<file path="config.mk">
export PLATFORM = sky130hd
export DESIGN_NAME = colored_page_next_frame_top
export DESIGN_NICKNAME = d
export VERILOG_FILES = /design/src/rtl/core/cpnf_pkg.sv /design/src/rtl/core/cpnf_ram.sv /design/src/rtl/core/colored_page_next_frame_top.sv
export SDC_FILE = /design/constraint.sdc
export NUM_CORES = 1
export LEC_CHECK = 0
export BUFFER_PORTS_ARGS = -buffer_cell sky130_fd_sc_hd__clkbuf_2
export CORE_MARGIN = 10
export CORE_UTILIZATION = 31
export CTS_CLUSTER_DIAMETER = 80
export DETAILED_ROUTE_END_ITERATION = 8
export PLACE_DENSITY = 0.44
export SETUP_SLACK_MARGIN = 0.15
export SKIP_CTS_REPAIR_TIMING = 1
export SYNTH_ARGS = -nofsm -noshare
export SYNTH_HDL_FRONTEND = slang
export SYNTH_SLANG_ARGS = --single-unit
</file>
<file path="constraint.sdc">
create_clock -name i_clk -period 16.9 [get_ports i_clk]
set_clock_uncertainty 0.05 [all_clocks]
set_input_delay 2.535 -clock i_clk [delete_from_list [all_inputs] [get_ports i_clk]]
set_output_delay 2.535 -clock i_clk [all_outputs]
set_load 0.1 [all_outputs]
</file>
<file path="src/rtl/core/cpnf_pkg.sv">
// Package for the colored page frame mapper.
// Holds shared constants, command and status codes, FSM states and payload types.
// No dependencies.
package cpnf_pkg;

    // Default depth of the color table.
    localparam int TABLE_DEPTH_DEF = 128;
    // Width of a page frame number.
    localparam int FRAME_BITS = 36;
    // Width of one stored color entry.
    localparam int COLOR_BITS = 7;
    // Width of the color_count_log2 register and its reset value.
    localparam int LOG2_W = 3;
    localparam logic [LOG2_W-1:0] LOG2_RESET = 3'd4;
    // Width of the appended color and of the entries_held field.
    localparam int CVAL_W = 8;
    localparam int HELD_W = 8;

    typedef enum logic [1:0] {
        CMD_CLEAR  = 2'd0,
        CMD_APPEND = 2'd1,
        CMD_XLATE  = 2'd2
    } t_cmd;

    typedef enum logic [1:0] {
        ST_OK    = 2'd0,
        ST_RANGE = 2'd1,
        ST_FULL  = 2'd2
    } t_status;

    typedef enum logic {
        S_IDLE,
        S_WALK
    } t_state;

    typedef struct packed {
        t_cmd                  cmd;
        logic [CVAL_W-1:0]     color_value;
        logic [FRAME_BITS-1:0] page_frame;
    } t_in_item;

    typedef struct packed {
        logic [FRAME_BITS-1:0] frame_out;
        t_status               status;
        logic [HELD_W-1:0]     entries_held;
    } t_out_item;

endpackage

</file>
<file path="src/rtl/core/cpnf_ram.sv">
// Generic simple dual-port RAM with one write port and a registered read port.
// Depends on nothing; width and depth come in as parameters.
module cpnf_ram #(
    parameter int WIDTH = 8,
    parameter int DEPTH = 16
) (
    input  logic                     i_clk,
    input  logic                     i_we,
    input  logic [$clog2(DEPTH)-1:0] i_waddr,
    input  logic [WIDTH-1:0]         i_wdata,
    input  logic [$clog2(DEPTH)-1:0] i_raddr,
    output logic [WIDTH-1:0]         o_rdata
);

    logic [WIDTH-1:0] r_mem [DEPTH];
    logic [WIDTH-1:0] r_rdata;

    // Write and registered read.
    always_ff @(posedge i_clk) begin
        if (i_we) begin
            r_mem[i_waddr] <= i_wdata;
        end
        r_rdata <= r_mem[i_raddr];
    end

    assign o_rdata = r_rdata;

endmodule

</file>
<file path="src/rtl/core/colored_page_next_frame_top.sv">
// Top level of the colored page frame mapper.
// Depends on cpnf_pkg and instantiates cpnf_ram for the color table.

// A clear, an append or an unused command does not raise busy: its result is
// strobed in the next cycle, so such commands may follow each other in every
// cycle. A translation keeps busy high while it walks the N entries of the
// table (an empty table counts as one entry of color 0); the table RAM gives
// one entry per cycle and the walk stops at the first entry that is equal to
// or greater than the frame's color. The result is strobed in the cycle after
// the last compare, which is the first cycle a new command can
// be taken. Each result is present for exactly one cycle and must be captured
// then: the receiver cannot stall. The color count register may be written
// only while busy is low.
module colored_page_next_frame_top
    import cpnf_pkg::*;
#(
    parameter int TABLE_DEPTH = TABLE_DEPTH_DEF
) (
    input  logic              i_clk,
    input  logic              i_rst_n,
    input  logic              start,
    output logic              busy,
    input  t_in_item          i_cmd_item,
    input  logic              i_cfg_we,
    input  logic [LOG2_W-1:0] i_cfg_wdata,
    output logic              o_result_strobe,
    output t_out_item         o_result
);

    localparam int IDX_W = $clog2(TABLE_DEPTH);
    localparam int CNT_W = $clog2(TABLE_DEPTH + 1);

    t_state                r_state, n_state;
    logic [CNT_W-1:0]      r_count, n_count;
    logic [LOG2_W-1:0]     r_log2;
    logic                  r_strobe, n_strobe;
    t_out_item             r_result, n_result;
    logic [IDX_W-1:0]      r_idx, n_idx;
    logic [FRAME_BITS-1:0] r_frame, n_frame;
    logic [FRAME_BITS-1:0] r_wrap, n_wrap;
    logic [COLOR_BITS-1:0] r_color, n_color;
    logic [COLOR_BITS-1:0] r_cmask, n_cmask;
    logic [COLOR_BITS-1:0] r_first, n_first;

    logic                  accept;
    logic                  walk_done;
    logic                  ram_we;
    logic [IDX_W-1:0]      ram_raddr;
    logic [COLOR_BITS-1:0] ram_rdata;
    logic [COLOR_BITS-1:0] cmask;
    logic [COLOR_BITS-1:0] entry;
    logic [COLOR_BITS-1:0] first;
    logic                  last;
    logic [CNT_W-1:0]      last_idx;

    assign accept = start && (r_state == S_IDLE);

    // Color table storage.
    cpnf_ram #(
        .WIDTH(COLOR_BITS),
        .DEPTH(TABLE_DEPTH)
    ) u_table (
        .i_clk  (i_clk),
        .i_we   (ram_we),
        .i_waddr(r_count[IDX_W-1:0]),
        .i_wdata(i_cmd_item.color_value[COLOR_BITS-1:0]),
        .i_raddr(ram_raddr),
        .o_rdata(ram_rdata)
    );

    // Mask of the color field from the current color count.
    assign cmask = ~({COLOR_BITS{1'b1}} << r_log2);

    // Walk compare: an empty table behaves as a single entry of color 0.
    assign entry    = (r_count == '0) ? '0 : ram_rdata;
    assign first    = (r_idx == '0) ? entry : r_first;
    assign last_idx = (r_count == '0) ? '0 : r_count - CNT_W'(1);
    assign last     = (CNT_W'(r_idx) == last_idx);

    // Replace the color field of a frame with the given entry.
    function automatic logic [FRAME_BITS-1:0] put_color(
        input logic [FRAME_BITS-1:0] frame,
        input logic [COLOR_BITS-1:0] mask,
        input logic [COLOR_BITS-1:0] color
    );
        logic [FRAME_BITS-1:0] wide_mask;
        wide_mask = FRAME_BITS'(mask);
        return (frame & ~wide_mask) | (FRAME_BITS'(color) & wide_mask);
    endfunction

    // Next state.
    always_comb begin
        n_state = r_state;
        case (r_state)
            S_IDLE: begin
                if (accept && i_cmd_item.cmd == CMD_XLATE) begin
                    n_state = S_WALK;
                end
            end
            S_WALK: begin
                if (walk_done) begin
                    n_state = S_IDLE;
                end
            end
            default: n_state = S_IDLE;
        endcase
    end

    // Datapath and outputs.
    always_comb begin
        n_count   = r_count;
        n_strobe  = 1'b0;
        n_result  = r_result;
        n_idx     = r_idx;
        n_frame   = r_frame;
        n_wrap    = r_wrap;
        n_color   = r_color;
        n_cmask   = r_cmask;
        n_first   = r_first;
        ram_we    = 1'b0;
        ram_raddr = r_idx + IDX_W'(1);
        walk_done = 1'b0;
        case (r_state)
            S_IDLE: begin
                ram_raddr = '0;
                if (accept) begin
                    n_result.frame_out = '0;
                    n_result.status    = ST_OK;
                    case (i_cmd_item.cmd)
                        CMD_CLEAR: begin
                            n_count  = '0;
                            n_strobe = 1'b1;
                        end
                        CMD_APPEND: begin
                            n_strobe = 1'b1;
                            if ((i_cmd_item.color_value >> r_log2) != '0) begin
                                n_result.status = ST_RANGE;
                            end else if (r_count >= CNT_W'(TABLE_DEPTH)) begin
                                n_result.status = ST_FULL;
                            end else begin
                                ram_we  = 1'b1;
                                n_count = r_count + CNT_W'(1);
                            end
                        end
                        CMD_XLATE: begin
                            n_idx   = '0;
                            n_frame = i_cmd_item.page_frame;
                            n_wrap  = i_cmd_item.page_frame
                                      + (FRAME_BITS'(1) << r_log2);
                            n_color = i_cmd_item.page_frame[COLOR_BITS-1:0] & cmask;
                            n_cmask = cmask;
                        end
                        default: begin
                            n_strobe = 1'b1;
                        end
                    endcase
                    n_result.entries_held = HELD_W'(n_count);
                end
            end
            S_WALK: begin
                n_first = first;
                n_idx   = r_idx + IDX_W'(1);
                if (r_color == entry) begin
                    walk_done          = 1'b1;
                    n_result.frame_out = r_frame;
                end else if (r_color < entry) begin
                    walk_done          = 1'b1;
                    n_result.frame_out = put_color(r_frame, r_cmask, entry);
                end else if (last) begin
                    walk_done          = 1'b1;
                    n_result.frame_out = put_color(r_wrap, r_cmask, first);
                end
                if (walk_done) begin
                    n_strobe              = 1'b1;
                    n_result.status       = ST_OK;
                    n_result.entries_held = HELD_W'(r_count);
                end
            end
            default: begin
                n_strobe = 1'b0;
            end
        endcase
    end

    // Control registers.
    always_ff @(posedge i_clk) begin
        if (!i_rst_n) begin
            r_state  <= S_IDLE;
            r_count  <= '0;
            r_log2   <= LOG2_RESET;
            r_strobe <= 1'b0;
            r_idx    <= '0;
        end else begin
            r_state  <= n_state;
            r_count  <= n_count;
            r_strobe <= n_strobe;
            r_idx    <= n_idx;
            if (i_cfg_we) begin
                r_log2 <= i_cfg_wdata;
            end
        end
    end

    // Payload registers.
    always_ff @(posedge i_clk) begin
        r_result <= n_result;
        r_frame  <= n_frame;
        r_wrap   <= n_wrap;
        r_color  <= n_color;
        r_cmask  <= n_cmask;
        r_first  <= n_first;
    end

    assign busy            = (r_state != S_IDLE);
    assign o_result_strobe = r_strobe;
    assign o_result        = r_result;

endmodule

</file>
==> out/results.ini <==
[synthesis]
ys_warn_count=0
yosysSeqAreaShare_pct=73.3
synth_nets=2621
yosys.area_share.simple_pct=6.63
synth.mux.area_fraction_pct=10.9
synthAdderAreaFrac_pct=0.655
synth-seq-cells=1062
synth_cell_type_count=74
synth-edff-count=1035
syn_inst=2546
syn_area_per_cell_um2=16.9
synthFlopType=edfxtp_1
synth_xor_area_share_pct=0.934
synth_top_family_by_area=multiplexers
async_flop_share_pct=0
synth_compound_area_share_pct=5.44
syn-cell-area_um2=43200

[route]
drtPass1Iterations=7
final_antenna_net_count=0
vias=24048
via_per_inst=5.27
wl_um=127000
drc=0
drt_iter0_drc=2297
wl_per_cell_um=27.9

[critical_path]
cp_cell_sequence=buf_4 > buf_4 > o21bai_1 > a31oi_1 > nor3_2 > and3_1 > and2_1 > nand3_2 > nor2_1
crit_arrival_ns=6.70
cp_max_fo=48
crit_type=input pin to register
regToRegStartpoint=r_idx[0]
slowest_delay_ns=0.93
crit_path_end_kind=register
crit_path_top_delay_cell=nand3_2
path_buf_inv=2
crit_start=i_cmd_item[38]
cpMostUsedCell=buf_4
startpoint_type=input pin
crit_required_ns=17.18
cp_top_family=simple AND/OR/NAND/NOR gates

[clocking]
clock-sinks=1062
cts-root-buf=clkbuf_16
htreeDepth=3
clock_latency_ns=0.75
cts_tree=built
cts.path.max_buffers=3
cts.clk_slew.worst_paths_ns=0.06
numCtsBuffers=114

[global_routing]
grt_pass1_vias=24432
grt.overflow.total=0
gr-usage-met1_pct=22.6
antenna_found_initial=2
grtUsageMet3_pct=2.85
grt_pass1_wl_um=182000
track_usage_pct=16.1
grt_most_used_layer=met2
grt_use_met2_pct=25.6
grt_max_degree=87

[placed_design]
gp_congestion=0.811
dpl_worst_slack_ns=9.76
portBuffers=100
dp_hpwl_um=79200

[floorplan]
io_pins=101
core_area_um2=138000
die_area_um2=155000
start_util_pct=31.3
die_w_um=393
rows=136
die_y_um=393

[power]
p_switching_uw=1290
combPwrFrac_pct=4.5
internal_power_uw=4470
seqPwrFrac_pct=50.6
p_leak_uw=0.0155
p_sw_share_pct=22.4
p_clk_share_pct=44.9
vdd_ir_drop_max_mv=0.0809
p_per_area_nw_per_um2=116

[layout]
utilization_pct=35.9
area_growth_pct=14.7
n_fill_cell=12871
drive_above_1_share_pct=19.2
layout_common_cells=1035 x edfxtp_1, 227 x nand2_1, 189 x nor2_1
layout_commonest_cell=edfxtp_1
fin_nets=2743

[sta]
tightest_slew_ns=1.21
setup_tns_ns=0
maxSlewViolCount=0
final.period_utilization_pct=38.0
fin_ws_ns=10.47
max_freq_mhz=156
period_minus_slack_ns=6.43
hold_ws_ns=0.498
hold_viol=0
rsz0062_at_grt=false
max_slew_margin_pct=19.2
finalSetupViolations=0

[min_path]
min_from=r_idx[6]
hp-class=register to register

[run_status]
outcome=complete, no violations

[run]
drv_cap=0

==> worst min-delay path: cells and delay by family (launching register included) <==
kind               cells  cell delay [ns]
DFF                    1             0.36
and+or+nand+nor        1             0.07
AOI/OAI and AO/OA      1             0.07
==> flip-flops by register name, indices dropped and copies added (netlist names) <==
name	flops
o_result	46
r_count	8
u_table.r_mem	896
busy	1
r_color	7
r_first	7
u_table.o_rdata	7
o_result_strobe	1
r_idx	7
r_cmask	7
r_wrap	36
r_log2	3
r_frame	36
==> final timing paths <==
path / cells after the start / slack [ns] / end
worst min-delay path: 2 / 0.50 / r_idx[6]
worst max-delay path: 9 / 10.47 / u_table.r_mem[60][1]
worst min register to register: 2 / 0.50 / r_idx[6]
worst max register to register: 11 / 11.63 / u_table.o_rdata[6]
==> power groups by stage <==
stage	clock network, µW	registers (µW)	logic [µW]
6_report	2590	2920	257
5_1_grt	2760	2920	274
4_1_cts	2650	2920	262
3_5_place_dp	0	2970	262
3_3_place_gp	0	2970	263
2_1_floorplan	0	3040	90.2
==> layout make-up <==
cell class / count / area, µm² / share of cell area [%]
tap: 1794 / 2240 / 4.54
clock inverter: 81 / 977 / 1.97
clock buffer: 130 / 2930 / 5.93
sequential: 1062 / 31600 / 63.9
multi-input combinational: 1316 / 10700 / 21.6
inverter: 17 / 66.3 / 0.134
antenna: 4 / 10.0 / 0.0202
timing repair buffer: 157 / 946 / 1.91
==> per-stage QoR <==
step / area (µm²) / std cells / total power (µW)
2_1_floorplan: 43200 / 2546 / 3130
4_1_cts: 49500 / 4557 / 5830
3_3_place_gp: 45600 / 4346 / 3240
3_5_place_dp: 45600 / 4346 / 3240
6_report: 49500 / 4561 / 5760
5_1_grt: 49500 / 4557 / 5950
==> routing by layer <==
metal / part of all wire, % / vias to the layer above
li1: - / 10333
met5: 0 / -
met3: 6.5 / 167
met1: 45 / 12631
met4: 2.4 / 0
met2: 46 / 917
==> synth_stat cells (6+ instances only) <==
library cell / number / area [µm²]
clkbuf_1: 72 / 270
inv_1: 17 / 63.8
nand2_1: 231 / 867
buf_6: 23 / 259
a32oi_1: 13 / 114
a211o_1: 8 / 70.1
mux2_2: 6 / 67.6
mux4_2: 160 / 3600
dfxtp_1: 27 / 541
nor3_1: 15 / 75.1
ha_1: 21 / 263
o211ai_1: 6 / 45.0
o21ai_0: 51 / 255
o22ai_1: 14 / 87.6
a21oi_1: 91 / 455
o221ai_1: 24 / 210
nor2b_1: 48 / 300
xnor2_1: 37 / 324
a221oi_1: 18 / 158
a21boi_0: 6 / 45.0
o21ai_1: 7 / 35.0
nand4_1: 16 / 100
buf_2: 31 / 155
a211oi_1: 28 / 210
buf_4: 19 / 143
mux2i_1: 103 / 1030
and3_1: 27 / 169
edfxtp_1: 1035 / 31100
nand3_1: 51 / 255
a31oi_1: 17 / 106
nor2_1: 190 / 713
a22oi_1: 15 / 113
and2_1: 15 / 93.8
xor2_1: 9 / 78.8
==> cells by family (layout without fill, tap and decap cells) <==
kind of cell	after synthesis	after routing
flip-flops	1062	1062
AND/OR/NAND/NOR	632	632
AO/OA/AOI/OAI	347	347
multiplexers	269	269
buffers and inverters	168	385
XOR/XNOR	46	46
adder cells (fa/ha/maj)	22	22
other	0	4
(Power assumes the default switching activity.)
